`config.mk`:
```
export PLATFORM = sky130hd
export DESIGN_NAME = sigmoid_silu_activation
export DESIGN_NICKNAME = d
export VERILOG_FILES = /design/src/sv/sigsilu_pkg.sv /design/src/sv/sigsilu_knot_rom.sv /design/src/sv/sigsilu_sigmoid.sv /design/src/sv/sigsilu_silu.sv /design/src/sv/sigmoid_silu_activation.sv
export VERILOG_INCLUDE_DIRS = /design/src /design/src/sv
export SDC_FILE = /design/constraint.sdc
export NUM_CORES = 1
export LEC_CHECK = 0
export BUFFER_PORTS_ARGS = -buffer_cell sky130_fd_sc_hd__buf_4
export CAP_MARGIN = 20
export CORE_MARGIN = 3
export CORE_UTILIZATION = 44
export CTS_CLUSTER_SIZE = 25
export DETAILED_ROUTE_END_ITERATION = 16
export HOLD_SLACK_MARGIN = 0.05
export SLEW_MARGIN = 20
export SYNTH_ARGS = -nofsm -noshare
export SYNTH_HDL_FRONTEND = slang
export SYNTH_HIERARCHICAL = 1
export SYNTH_SLANG_ARGS = --single-unit
```
`constraint.sdc`:
```
create_clock -name clk -period 13.1 [get_ports clk]
set_clock_uncertainty 0.1 [all_clocks]
set_input_delay 0 -clock clk [delete_from_list [all_inputs] [get_ports clk]]
set_output_delay 0 -clock clk [all_outputs]
set_load 0.01 [all_outputs]
```
`src/sv/sigmoid_silu_activation_defines.svh`:
```
// Assertion macros for the sigmoid / SiLU activation block.
// Included by files that carry concurrent checks; no other dependencies.
`ifndef SIGMOID_SILU_ACTIVATION_DEFINES_SVH
`define SIGMOID_SILU_ACTIVATION_DEFINES_SVH

// same-cycle implication
`define SSA_ASSERT_NOW(label, clk, rst_n, ante, cons, msg) \
	label: assert property (@(posedge clk) disable iff (!rst_n) (ante) |-> (cons)) \
		else $error(msg);

// next-cycle implication
`define SSA_ASSERT_NEXT(label, clk, rst_n, ante, cons, msg) \
	label: assert property (@(posedge clk) disable iff (!rst_n) (ante) |=> (cons)) \
		else $error(msg);

`endif

```
`src/sv/sigsilu_pkg.sv`:
```
// Shared types, widths and knot-table generator functions for the activation block.
// No dependencies.
`default_nettype none

package sigsilu_pkg;

	localparam int SAMPLE_W = 16;	// Q8.8 input and SiLU result
	localparam int SIG_W    = 16;	// sigmoid, Q0.16
	localparam int KNOT_W   = 17;	// knot values, up to 65536
	localparam int SLOPE_W  = 16;	// difference of adjacent knots
	localparam int ACT_W    = 17;
	localparam int FRAC_W   = 11;	// |v| < 8.0 in Q8.8 is below 2^11
	localparam int STAGES   = 6;

	localparam logic [63:0] ONE_Q31 = 64'd1 << 31;

	// s1 in bit 0
	typedef struct packed {
		logic s6;
		logic s5;
		logic s4;
		logic s3;
		logic s2;
		logic s1;
	} stage_en_t;

	// e^-x in Q31 from a truncated 25-term series, x = xq in Q31
	function automatic logic [63:0] taylor_r(input logic [63:0] xq);
		logic [63:0] term;
		longint      sum;
		term = ONE_Q31;
		sum  = longint'(ONE_Q31);
		for (int n = 1; n <= 24; n++) begin
			term = ((term * xq) >> 31) / 64'(n);
			if (n % 2 == 1)
				sum = sum - longint'(term);
			else
				sum = sum + longint'(term);
		end
		if (sum < 0)
			sum = 0;
		if (sum > longint'(ONE_Q31))
			sum = longint'(ONE_Q31);
		return 64'(sum);
	endfunction

	// r^k in Q31 with rounding at every step
	function automatic logic [63:0] exp_knot(input logic [63:0] r, input int k);
		logic [63:0] e;
		e = ONE_Q31;
		for (int j = 1; j <= k; j++)
			e = (e * r + (64'd1 << 30)) >> 31;
		return e;
	endfunction

endpackage

`default_nettype wire

```
`src/sv/sigsilu_knot_rom.sv`:
```
// Sigmoid knot table built at elaboration, with a registered read of a knot
// and the slope to the next one. Depends on sigsilu_pkg.
`default_nettype none

module sigsilu_knot_rom #(
	parameter int SEGMENTS = 64
) (
	input  wire logic                          clk,
	input  wire logic                          en,
	input  wire logic [$clog2(SEGMENTS)-1:0]   seg,
	output logic [sigsilu_pkg::KNOT_W-1:0]     base_s2,
	output logic [sigsilu_pkg::SLOPE_W-1:0]    slope_s2
);
	import sigsilu_pkg::*;

	localparam int          KNOT_IDX_W = $clog2(SEGMENTS + 1);
	localparam logic [63:0] XQ         = (64'd8 << 31) / SEGMENTS;
	localparam logic [63:0] R_STEP     = taylor_r(XQ);

	logic [KNOT_W-1:0]     knot [SEGMENTS+1];
	logic [KNOT_IDX_W-1:0] lo_idx;
	logic [KNOT_IDX_W-1:0] hi_idx;
	logic [KNOT_W-1:0]     knot_delta;

	// knot k = 1 / (1 + e^(-8k/SEGMENTS)) in Q0.16, rounded
	for (genvar k = 0; k <= SEGMENTS; k++) begin : g_knot
		localparam logic [63:0] D = ONE_Q31 + exp_knot(R_STEP, k);
		localparam logic [63:0] T = ((64'd1 << 47) + (D >> 1)) / D;
		assign knot[k] = T[KNOT_W-1:0];
	end

	assign lo_idx     = KNOT_IDX_W'(seg);
	assign hi_idx     = lo_idx + KNOT_IDX_W'(1);
	assign knot_delta = knot[hi_idx] - knot[lo_idx];

	always_ff @(posedge clk) begin
		if (en) begin
			base_s2  <= knot[lo_idx];
			slope_s2 <= knot_delta[SLOPE_W-1:0];
		end
	end

endmodule

`default_nettype wire

```
`src/sv/sigsilu_sigmoid.sv`:
```
// Stages 1 to 4: bias add, magnitude split, knot lookup, interpolation and
// sign mirroring. Depends on sigsilu_pkg and sigsilu_knot_rom.
`default_nettype none

module sigsilu_sigmoid #(
	parameter int SEGMENTS = 64
) (
	input  wire logic                                 clk,
	input  wire sigsilu_pkg::stage_en_t               en,
	input  wire logic [sigsilu_pkg::SAMPLE_W-1:0]     sample,
	input  wire logic [sigsilu_pkg::SAMPLE_W-1:0]     row_bias,
	output logic signed [sigsilu_pkg::SAMPLE_W-1:0]   v_s4,
	output logic [sigsilu_pkg::SIG_W-1:0]             sig_s4
);
	import sigsilu_pkg::*;

	localparam int SEG_W = $clog2(SEGMENTS);
	localparam int P_W   = FRAC_W + SEG_W;

	// stage 1
	logic [SAMPLE_W:0]          bias_sum;
	logic [SAMPLE_W-1:0]        v_next;
	logic signed [SAMPLE_W-1:0] v_s1;

	assign bias_sum = {sample[SAMPLE_W-1], sample} + {row_bias[SAMPLE_W-1], row_bias};

	always_comb begin
		v_next = bias_sum[SAMPLE_W-1:0];
		if (bias_sum[SAMPLE_W] != bias_sum[SAMPLE_W-1])
			v_next = bias_sum[SAMPLE_W] ? {1'b1, {(SAMPLE_W-1){1'b0}}}
			                            : {1'b0, {(SAMPLE_W-1){1'b1}}};
	end

	always_ff @(posedge clk) begin
		if (en.s1)
			v_s1 <= $signed(v_next);
	end

	// stage 2: |v| split into segment and fraction
	logic [SAMPLE_W:0]          mag;
	logic                       beyond;
	logic [P_W-1:0]             pos;
	logic signed [SAMPLE_W-1:0] v_s2;
	logic [FRAC_W-1:0]          frac_s2;
	logic                       beyond_s2;
	logic [KNOT_W-1:0]          base_s2;
	logic [SLOPE_W-1:0]         slope_s2;

	assign mag    = v_s1[SAMPLE_W-1] ? ((SAMPLE_W+1)'(0) - {v_s1[SAMPLE_W-1], v_s1})
	                                 : {1'b0, v_s1};
	assign beyond = |mag[SAMPLE_W:FRAC_W];
	assign pos    = P_W'(mag[FRAC_W-1:0]) * P_W'(SEGMENTS);

	sigsilu_knot_rom #(
		.SEGMENTS(SEGMENTS)
	) u_rom (
		.clk     (clk),
		.en      (en.s2),
		.seg     (pos[P_W-1:FRAC_W]),
		.base_s2 (base_s2),
		.slope_s2(slope_s2)
	);

	always_ff @(posedge clk) begin
		if (en.s2) begin
			v_s2      <= v_s1;
			frac_s2   <= pos[FRAC_W-1:0];
			beyond_s2 <= beyond;
		end
	end

	// stage 3: linear interpolation between knots
	localparam int RAMP_W = SLOPE_W + FRAC_W + 1;

	logic [RAMP_W-1:0]          ramp;
	logic [KNOT_W:0]            interp;
	logic signed [SAMPLE_W-1:0] v_s3;
	logic                       beyond_s3;
	logic [KNOT_W:0]            pos_sig_s3;

	assign ramp   = RAMP_W'(slope_s2) * RAMP_W'(frac_s2) + RAMP_W'(1 << (FRAC_W - 1));
	assign interp = (KNOT_W+1)'(base_s2) + (KNOT_W+1)'(ramp[RAMP_W-1:FRAC_W]);

	always_ff @(posedge clk) begin
		if (en.s3) begin
			v_s3       <= v_s2;
			beyond_s3  <= beyond_s2;
			pos_sig_s3 <= interp;
		end
	end

	// stage 4: symmetry for negative v, saturation
	logic [KNOT_W:0]  mirrored;
	logic [KNOT_W:0]  raw;
	logic [SIG_W-1:0] sig_next;

	assign mirrored = (KNOT_W+1)'(1 << SIG_W) - pos_sig_s3;

	always_comb begin
		raw = v_s3[SAMPLE_W-1] ? mirrored : pos_sig_s3;
		if (beyond_s3)
			sig_next = v_s3[SAMPLE_W-1] ? '0 : '1;
		else if (|raw[KNOT_W:SIG_W])
			sig_next = '1;
		else
			sig_next = raw[SIG_W-1:0];
	end

	always_ff @(posedge clk) begin
		if (en.s4) begin
			v_s4   <= v_s3;
			sig_s4 <= sig_next;
		end
	end

endmodule

`default_nettype wire

```
`src/sv/sigsilu_silu.sv`:
```
// Stages 5 and 6: v times sigmoid, rounding, saturation and mode select.
// Depends on sigsilu_pkg.
`default_nettype none

module sigsilu_silu (
	input  wire logic                                 clk,
	input  wire sigsilu_pkg::stage_en_t               en,
	input  wire logic                                 silu_mode,
	input  wire logic signed [sigsilu_pkg::SAMPLE_W-1:0] v_s4,
	input  wire logic [sigsilu_pkg::SIG_W-1:0]        sig_s4,
	output logic [sigsilu_pkg::ACT_W-1:0]             act_s6
);
	import sigsilu_pkg::*;

	localparam int PROD_W = SAMPLE_W + SIG_W + 1;
	localparam int RND_W  = PROD_W + 1;
	localparam int SCL_W  = RND_W - SIG_W;

	// stage 5
	logic signed [PROD_W-1:0] prod_s5;
	logic [SIG_W-1:0]         sig_s5;

	always_ff @(posedge clk) begin
		if (en.s5) begin
			prod_s5 <= v_s4 * $signed({1'b0, sig_s4});
			sig_s5  <= sig_s4;
		end
	end

	// stage 6: round half up, floor shift, clamp to Q8.8
	logic signed [RND_W-1:0] rounded;
	logic [SCL_W-1:0]        scaled;
	logic [SAMPLE_W-1:0]     silu_val;
	logic [ACT_W-1:0]        act_next;

	assign rounded = $signed({prod_s5[PROD_W-1], prod_s5}) + RND_W'(1 << (SIG_W - 1));
	assign scaled  = rounded[RND_W-1:SIG_W];

	always_comb begin
		if ((&scaled[SCL_W-1:SAMPLE_W-1]) || !(|scaled[SCL_W-1:SAMPLE_W-1]))
			silu_val = scaled[SAMPLE_W-1:0];
		else
			silu_val = scaled[SCL_W-1] ? {1'b1, {(SAMPLE_W-1){1'b0}}}
			                           : {1'b0, {(SAMPLE_W-1){1'b1}}};
		act_next = silu_mode ? {silu_val[SAMPLE_W-1], silu_val} : {1'b0, sig_s5};
	end

	always_ff @(posedge clk) begin
		if (en.s6)
			act_s6 <= act_next;
	end

endmodule

`default_nettype wire

```
`src/sv/sigmoid_silu_activation.sv`:
```
// Sigmoid / SiLU activation unit: top level with stall control and mode register.
// Depends on sigsilu_pkg, sigsilu_sigmoid, sigsilu_silu and the defines header.
//
// Usage:
//   Input stream s_axis_*: one tensor element per item, sample and row bias
//   in tdata, end-of-row / end-of-tensor marks in tlast. Output stream m_axis_*:
//   activation in tdata (sigmoid Q0.16 unsigned, or SiLU Q8.8 signed and
//   sign-extended to 17 bits), marks echoed in tlast.
//   cfg_we / cfg_wdata set silu_mode (0 sigmoid, 1 SiLU); write only while
//   no item is in flight.
//   Each item passes through a six-stage pipeline (bias add, knot lookup,
//   interpolation, mirroring, multiply, round). Throughput: one item per
//   cycle while m_axis_tready stays high.
//   Stalls: each stage holds when its successor is full and stalled; empty
//   stages keep filling, so up to six items are buffered before s_axis_tready
//   drops. Nothing is dropped or repeated.
//   Reset: arst_n clears all stage valid bits and sets sigmoid mode.
`default_nettype none
`include "sigmoid_silu_activation_defines.svh"

module sigmoid_silu_activation #(
	parameter int SEGMENTS = 64
) (
	input  wire logic        clk,
	input  wire logic        arst_n,
	input  wire logic        s_axis_tvalid,
	output logic             s_axis_tready,
	input  wire logic [31:0] s_axis_tdata,	// [15:0] sample, [31:16] row_bias
	input  wire logic [1:0]  s_axis_tlast,	// [0] end_of_row, [1] end_of_tensor
	output logic             m_axis_tvalid,
	input  wire logic        m_axis_tready,
	output logic [23:0]      m_axis_tdata,	// [16:0] activation, [23:17] zero
	output logic [1:0]       m_axis_tlast,	// [0] row_done, [1] tensor_done
	input  wire logic        cfg_we,
	input  wire logic        cfg_wdata	// silu_mode
);
	import sigsilu_pkg::*;

	logic [STAGES-1:0]          valid_q;
	logic [STAGES-1:0]          row_q;
	logic [STAGES-1:0]          tensor_q;
	logic [STAGES-1:0]          stage_go;
	logic                       silu_q;
	stage_en_t                  en;
	logic signed [SAMPLE_W-1:0] v_s4;
	logic [SIG_W-1:0]           sig_s4;
	logic [ACT_W-1:0]           act_s6;
	logic                       in_fire;
	logic                       out_fire;

	// a stage loads when it is empty or its successor moves
	always_comb begin
		stage_go[STAGES-1] = !valid_q[STAGES-1] || m_axis_tready;
		for (int k = STAGES - 2; k >= 0; k--)
			stage_go[k] = !valid_q[k] || stage_go[k+1];
	end

	assign en = stage_go;

	always_ff @(posedge clk or negedge arst_n) begin
		if (!arst_n) begin
			valid_q <= '0;
		end else begin
			valid_q <= (stage_go & {valid_q[STAGES-2:0], s_axis_tvalid}) | (~stage_go & valid_q);
		end
	end

	always_ff @(posedge clk) begin
		row_q    <= (stage_go & {row_q[STAGES-2:0], s_axis_tlast[0]}) | (~stage_go & row_q);
		tensor_q <= (stage_go & {tensor_q[STAGES-2:0], s_axis_tlast[1]})
		            | (~stage_go & tensor_q);
	end

	always_ff @(posedge clk or negedge arst_n) begin
		if (!arst_n) begin
			silu_q <= 1'b0;
		end else if (cfg_we) begin
			silu_q <= cfg_wdata;
		end
	end

	sigsilu_sigmoid #(
		.SEGMENTS(SEGMENTS)
	) u_sigmoid (
		.clk     (clk),
		.en      (en),
		.sample  (s_axis_tdata[15:0]),
		.row_bias(s_axis_tdata[31:16]),
		.v_s4    (v_s4),
		.sig_s4  (sig_s4)
	);

	sigsilu_silu u_silu (
		.clk      (clk),
		.en       (en),
		.silu_mode(silu_q),
		.v_s4     (v_s4),
		.sig_s4   (sig_s4),
		.act_s6   (act_s6)
	);

	assign s_axis_tready = stage_go[0];
	assign m_axis_tvalid = valid_q[STAGES-1];
	assign m_axis_tdata  = {7'd0, act_s6};
	assign m_axis_tlast  = {tensor_q[STAGES-1], row_q[STAGES-1]};

	assign in_fire  = s_axis_tvalid && s_axis_tready;
	assign out_fire = m_axis_tvalid && m_axis_tready;

	`SSA_ASSERT_NEXT(a_fill_count, clk, arst_n, in_fire && !out_fire, $countones(valid_q) == $past($countones(valid_q)) + 1, "item entered but occupancy did not grow")
	`SSA_ASSERT_NEXT(a_drain_count, clk, arst_n, out_fire && !in_fire, $countones(valid_q) + 1 == $past($countones(valid_q)), "item left but occupancy did not shrink")
	`SSA_ASSERT_NOW(a_full_stall, clk, arst_n, (&valid_q) && !m_axis_tready, !s_axis_tready, "pipeline full and stalled but input ready")

endmodule

`default_nettype wire
```
## After elaboration in Yosys (flattened, before gate mapping)

Memory sizes are Yosys's and may differ from the RTL's.
Index checks and enable logic that the tools add are counted.

| word-level totals | value |
|---|---|
| bits in registers | 223 |
| latch bits | 0 |
| RAM bits | 0 |
| memory bits (read-only) | 4352 |
| bits of input ports | 40 |
| logic and storage cells | 78 |
| memories kept | 2 |

| operators by class | value |
|---|---|
| add/subtract/negate cells | 8 |
| multiply operators | 2 |
| div/mod/pow operators | 0 |
| $lt $le $gt $ge | 2 |
| equal/unequal tests | 1 |
| shifts and indexed selects | 0 |
| muxes and demuxes | 14 |
| bitwise operators | 12 |
| reductions and logical operators | 18 |

Memories:

| name | depth | width | read ports | clocked after memory_dff | write ports | RTL line | text |
|---|---|---|---|---|---|---|---|
| (name not given) | 128 | 17 | 1 | 0 | 0 | sigsilu_knot_rom.sv:38 | `base_s2 <= knot[lo_idx];` |
| (name not given) | 128 | 17 | 1 | 0 | 0 | sigsilu_knot_rom.sv:34 | `assign knot_delta = knot[hi_idx] - knot[lo_idx];` |

Operator list:

| kind | count |
|---|---|
| 2-to-1 mux 16 bit | 10 |
| 2-to-1 mux 17 bit | 3 |
| AND 6 bit | 6 |
| adder 33 x 17 -> 34 bit, second input constant | 1 |
| multiplier 16 x 17 -> 33 bit | 1 |
| adder 27 x 11 -> 28 bit, second input constant | 1 |
| multiplier 16 x 5 -> 21 bit | 1 |
| adder 17 x 17 -> 18 bit | 1 |
| 2-to-1 mux 18 bit | 1 |
| bitwise OR 6 bit | 3 |
| subtractor 17 x 18 -> 18 bit, first input constant | 1 |
| adder 16 x 16 -> 17 bit | 1 |
| subtractor 1 x 16 -> 17 bit, first input constant | 1 |
| greater-or-equal comparator 8 bit, second input constant | 2 |
| subtractor 16 bit | 1 |
| inverter 6 -> 8 bit | 1 |
| inverter 7 -> 8 bit | 1 |
| adder 6 x 1 -> 7 bit, second input constant | 1 |
| zero test 1 bit | 7 |
| logical OR 1 bit | 7 |
| inverter 6 bit | 1 |
| OR reduction 6 bit | 1 |
| AND reduction 3 bit | 1 |
| OR reduction 3 bit | 1 |
| 2 further kinds | 2 |

## Longest topological paths before layout

| logic depth | value |
|---|---|
| depth in word-level cells | 10 |
| mapped depth | 29 |
| gate-level depth less buffers | 28 |

## Hierarchy

The synthesis kept the hierarchy.

Modules (own cells, without submodules):

| module | instances | cells an instance | area each (sq um) |
|---|---|---|---|
| sigsilu_silu | 1 | 1151 | 10789.1 |
| sigsilu_sigmoid | 1 | 805 | 8287.9 |
| sigsilu_knot_rom | 1 | 661 | 4815.9 |
| sigmoid_silu_activation | 1 | 51 | 752.0 |

## Least setup slack after synthesis

OpenSTA, ideal clock, no wires.

| timing | value |
|---|---|
| path kind | register to register |
| start point | register u_sigmoid.frac_s2[10] |
| end point | register u_sigmoid.pos_sig_s3[15] (data pin) |
| library setup time | 258 ps |
| data arrival time | 6019 ps |
| required time | 12742 ps |
| slack | 6724 ps |
| stages on the path, launching flop included | 26 |
| path buffers | 2 |
| clock period less this slack | 6376 ps |
| cells stage by stage | edfxtp_1 clkbuf_1 and2_1 fa_1 fa_1 inv_1 fa_1 inv_1 ha_1 buf_2 o21a_1 o21ai_1 nand2b_1 a41oi_2 xor2_1 and4b_1 xor2_1 ha_1 a21o_1 a21oi_1 o21bai_1 a221o_1 a21o_1 a41oi_1 nor2b_1 xnor2_1 |

| on the way | value |
|---|---|
| word-level cells in the longest chain between the ends | 3 |

RTL lines:

| item | RTL line | text |
|---|---|---|
| start: declaration | sigsilu_sigmoid.sv:44 | `logic [FRAC_W-1:0] frac_s2;` |
| start signal: assignment | sigsilu_sigmoid.sv:67 | `frac_s2 <= pos[FRAC_W-1:0];` |
| multiplier 16 x 5 -> 21 bit | sigsilu_sigmoid.sv:81 | `assign ramp = RAMP_W'(slope_s2) * RAMP_W'(frac_s2) + RAMP_W'(1 << (FRAC_W - 1));` |
| adder 27 x 11 -> 28 bit | sigsilu_sigmoid.sv:81 |  |
| adder 17 x 17 -> 18 bit | sigsilu_sigmoid.sv:82 | `assign interp = (KNOT_W+1)'(base_s2) + (KNOT_W+1)'(ramp[RAMP_W-1:FRAC_W]);` |
| net u_sigmoid.interp[15] | sigsilu_sigmoid.sv:76 | `logic [KNOT_W:0] interp;` |
| end signal: assignment | sigsilu_sigmoid.sv:88 | `pos_sig_s3 <= interp;` |
| end: declaration | sigsilu_sigmoid.sv:79 | `logic [KNOT_W:0] pos_sig_s3;` |

The timed path passes the listed nets, and every way through them passes these cells.
A chain may end at the register's enable or synchronous reset.

## Worst setup path after layout

Same ends and word-level chain as after synthesis.

==> impl_metrics.yaml <==
grt:
  antenna_found_initial: 0
  grt_pass1_vias: 19540
  grt.total_usage_pct: 20.93
  grt_pass1_wl_um: 101100
  grt_max_degree: 75
  grt-ovfl-total: 0
detailed_routing:
  ant_nets: 0
  drc: 0
  first_iter_violations: 1298
  vias: 19140
  first_pass_iters: 5
  routed_via_density: 5.543
  routed_wl_um: 62310
  wire_per_inst_um: 18.05
timing:
  tightest_slew_ps: 1062
  hold_viol: 0
  fin_crit_ps: 6857
  rsz0062_at_grt: "false"
  max_freq_ghz: 0.1458
  period_share_pct: 52.34
  slew_violations: 0
  setup_viol: 0
  tns_ps: 0
  slew_headroom_pct: 29.14
setup_path:
  worst_ep_arrival_time_ps: 7050
  worstSetupStartpoint: "u_sigmoid/frac_s2[10]"
  crit_fanout: 16
  cp-end-kind: "flip-flop"
  regToRegSetupSlack_ps: 6240
  r2r_cells: 23
  worstSetupStartpointType: "flip-flop"
  worstSetupPathType: "reg -> reg"
  cp_data_required_time_ps: 13290
  crit_end: "u_sigmoid/pos_sig_s3[15]"
  worst_r2r_endpoint: "u_sigmoid/pos_sig_s3[15]"
  r2r-start: "u_sigmoid/frac_s2[10]"
flow_run:
  cap_violations: 0
clock_network:
  cts_resized: 0
  cts_root_buffer: "clkbuf_16"
  hold_buffers: 45
  clk_pin_slew_ps: 60
  cts.sinks: 205
  cts_buffers: 25
  max-clock-path-buffers: 3
  clkLatencyLatePin_ps: 550
  cts_tree: "done"
  htreeDepth: 1
  cts_setup_buffers: 0
synthesis:
  async_flop_share_pct: 3.415
  dominantRegCellSynth: "edfxtp_1"
  synth_area_per_cell_um2: 9.237
  synth_top_area_share_pct: 24.13
  syn_area_mm2: 0.02464
  synth-edff-count: 198
  synth-seq-cells: 205
  yosysSeqAreaShare_pct: 24.84
  synth_area_leaders: "edfxtp_1, fa_1, ha_1"
  synth_cell_types: 105
  synth-warning-count: 6
  synth_cells: 2668
  yosysTopAreaCell: "edfxtp_1"
floorplan:
  dieArea_mm2: 0.05889
  start_util_pct: 44.56
  die_h_um: 242.7
  die_w_um: 242.7
  rows: 86
  ioPinCount: 68
  core_area_mm2: 0.05531
hold_path:
  hold_class: "in -> reg"
  holdPathStages: 5
layout:
  nets: 3179
  syn_to_final_growth_pct: 9.027
  final_layout_size_suffix_gt1_share_pct: 6.546
placed_design:
  place.gp.congestion: 0.9031
  portBuffers: 60
  hpwl_um: 47540
outcome:
  status: "completed"
==> kinds of logic (layout without fill, tap and decap cells) <==
group	count (synthesis)	count (layout)	synth area share [%]
compound gates	538	538	14.69
flops	205	205	24.84
xor+xnor	125	125	4.473
fa+ha+maj	457	457	30.37
mux	16	16	0.7311
buf+inv	488	518	7.991
simple gates	836	836	16.87
other cells	3	10	0.04569
==> Yosys cell counts (9+ instances only) <==
master,instances
inv_1,345
nand2_1,295
fa_1,237
ha_1,215
edfxtp_1,198
and2_1,170
a21oi_1,144
nor2_1,129
o21ai_0,107
clkbuf_1,83
xnor2_1,78
nand3_1,52
xor2_1,46
nor3_1,43
a21o_1,34
nand2b_1,34
buf_2,29
o211ai_1,26
o31ai_1,26
buf_4,17
o21a_1,17
a211oi_1,16
nand4_1,16
nor2b_1,16
o22a_1,16
a31oi_1,14
and3_1,14
or3_1,12
or2_2,10
mux2i_1,9
o22ai_1,9
==> final cells by class <==
cell class / instances / area (um^2)
fill: 5184 / 28440
multi-input combinational: 1981 / 16640
sequential: 205 / 6121
inverter: 347 / 1303
timing repair buffer: 127 / 1066
tap: 748 / 935.9
clock buffer: 29 / 640.6
clock inverter: 15 / 161.4
antenna: 1 / 2.502
==> worst min-delay path by stage <==
| stage | start | endpoint |
|---|---|---|
| 3_5_place_dp | arst_n | silu_q |
| 5_1_grt | s_axis_tdata[2] | u_sigmoid/v_s1[3] |
| 2_1_floorplan | arst_n | async pin |
| 4_1_cts | s_axis_tdata[8] | u_sigmoid/v_s1[9] |
| 6_report | s_axis_tdata[2] | u_sigmoid/v_s1[3] |
| 3_3_place_gp | arst_n | silu_q |
==> worst max-delay path, cell delays in order, from the launching register on <==
cell,delay [ps]
edfxtp_1,580
and2_1,250
fa_1,500
fa_1,550
inv_1,50
fa_1,530
inv_1,40
ha_1,390
o21a_1,230
o21ai_1,160
nand2b_1,190
a41oi_2,290
xor2_1,330
and4b_1,290
xor2_1,150
ha_1,360
a21o_1,200
a21oi_1,200
o21bai_1,90
a221o_1,380
a21o_1,210
a41oi_1,230
nor2b_1,210
xnor2_1,90
==> per-layer routing <==
layer	routed length, um	part of all wire [%]	track usage, %	vias up
li1	-	-	-	9085
met1	27000	43	27.07	9338
met2	29930	48	36.10	585
met3	3552	5.7	3.568	131
met4	1822	2.9	6.169	0
met5	0	0	0	-
==> sequential cells by signal, summed over array words and instances, names as in the netlist, named ones only <==
register / flops
u_silu/act_s6: 17
u_sigmoid/frac_s2: 4
u_sigmoid/v_s2: 16
silu_q: 1
u_sigmoid/pos_sig_s3: 18
u_sigmoid/sig_s4: 16
u_sigmoid/v_s3: 16
u_sigmoid/v_s1: 16
u_sigmoid/u_rom/base_s2: 15
u_sigmoid/beyond_s2: 1
u_sigmoid/v_s4: 16
u_sigmoid/beyond_s3: 1
u_silu/prod_s5: 18
u_silu/sig_s5: 16
u_sigmoid/u_rom/slope_s2: 16
==> cells in the final DEF, fill, tap and decap left out, types with 82 or more instances in the layout <==
master	instances
a21oi_1	144
edfxtp_1	198
fa_1	237
ha_1	215
inv_1	345
o21ai_0	107
nor2_1	129
buf_4	82
and2_1	170
nand2_1	295
==> through the flow <==
stage | setup slack (ps) | cell area [um^2] | cells | hold slack, ps | utilization, %
after CTS | 6239 | 26870 | 3452 | 56.36 | 48.58
after floorplan | 6724 | 24670 | 2674 | -395.6 | -
after detailed placement | 6297 | 25610 | 3363 | -279.1 | 46.31
after global routing | 5836 | 26870 | 3452 | 112.8 | 48.58
final | 6243 | 26870 | 3453 | 97.43 | 48.58
after global placement | 6402 | 25610 | 3363 | -280.9 | 46.30
Power is not shown: default switching activity piles up to over one toggle a cycle in this logic, so the estimate is an artifact.
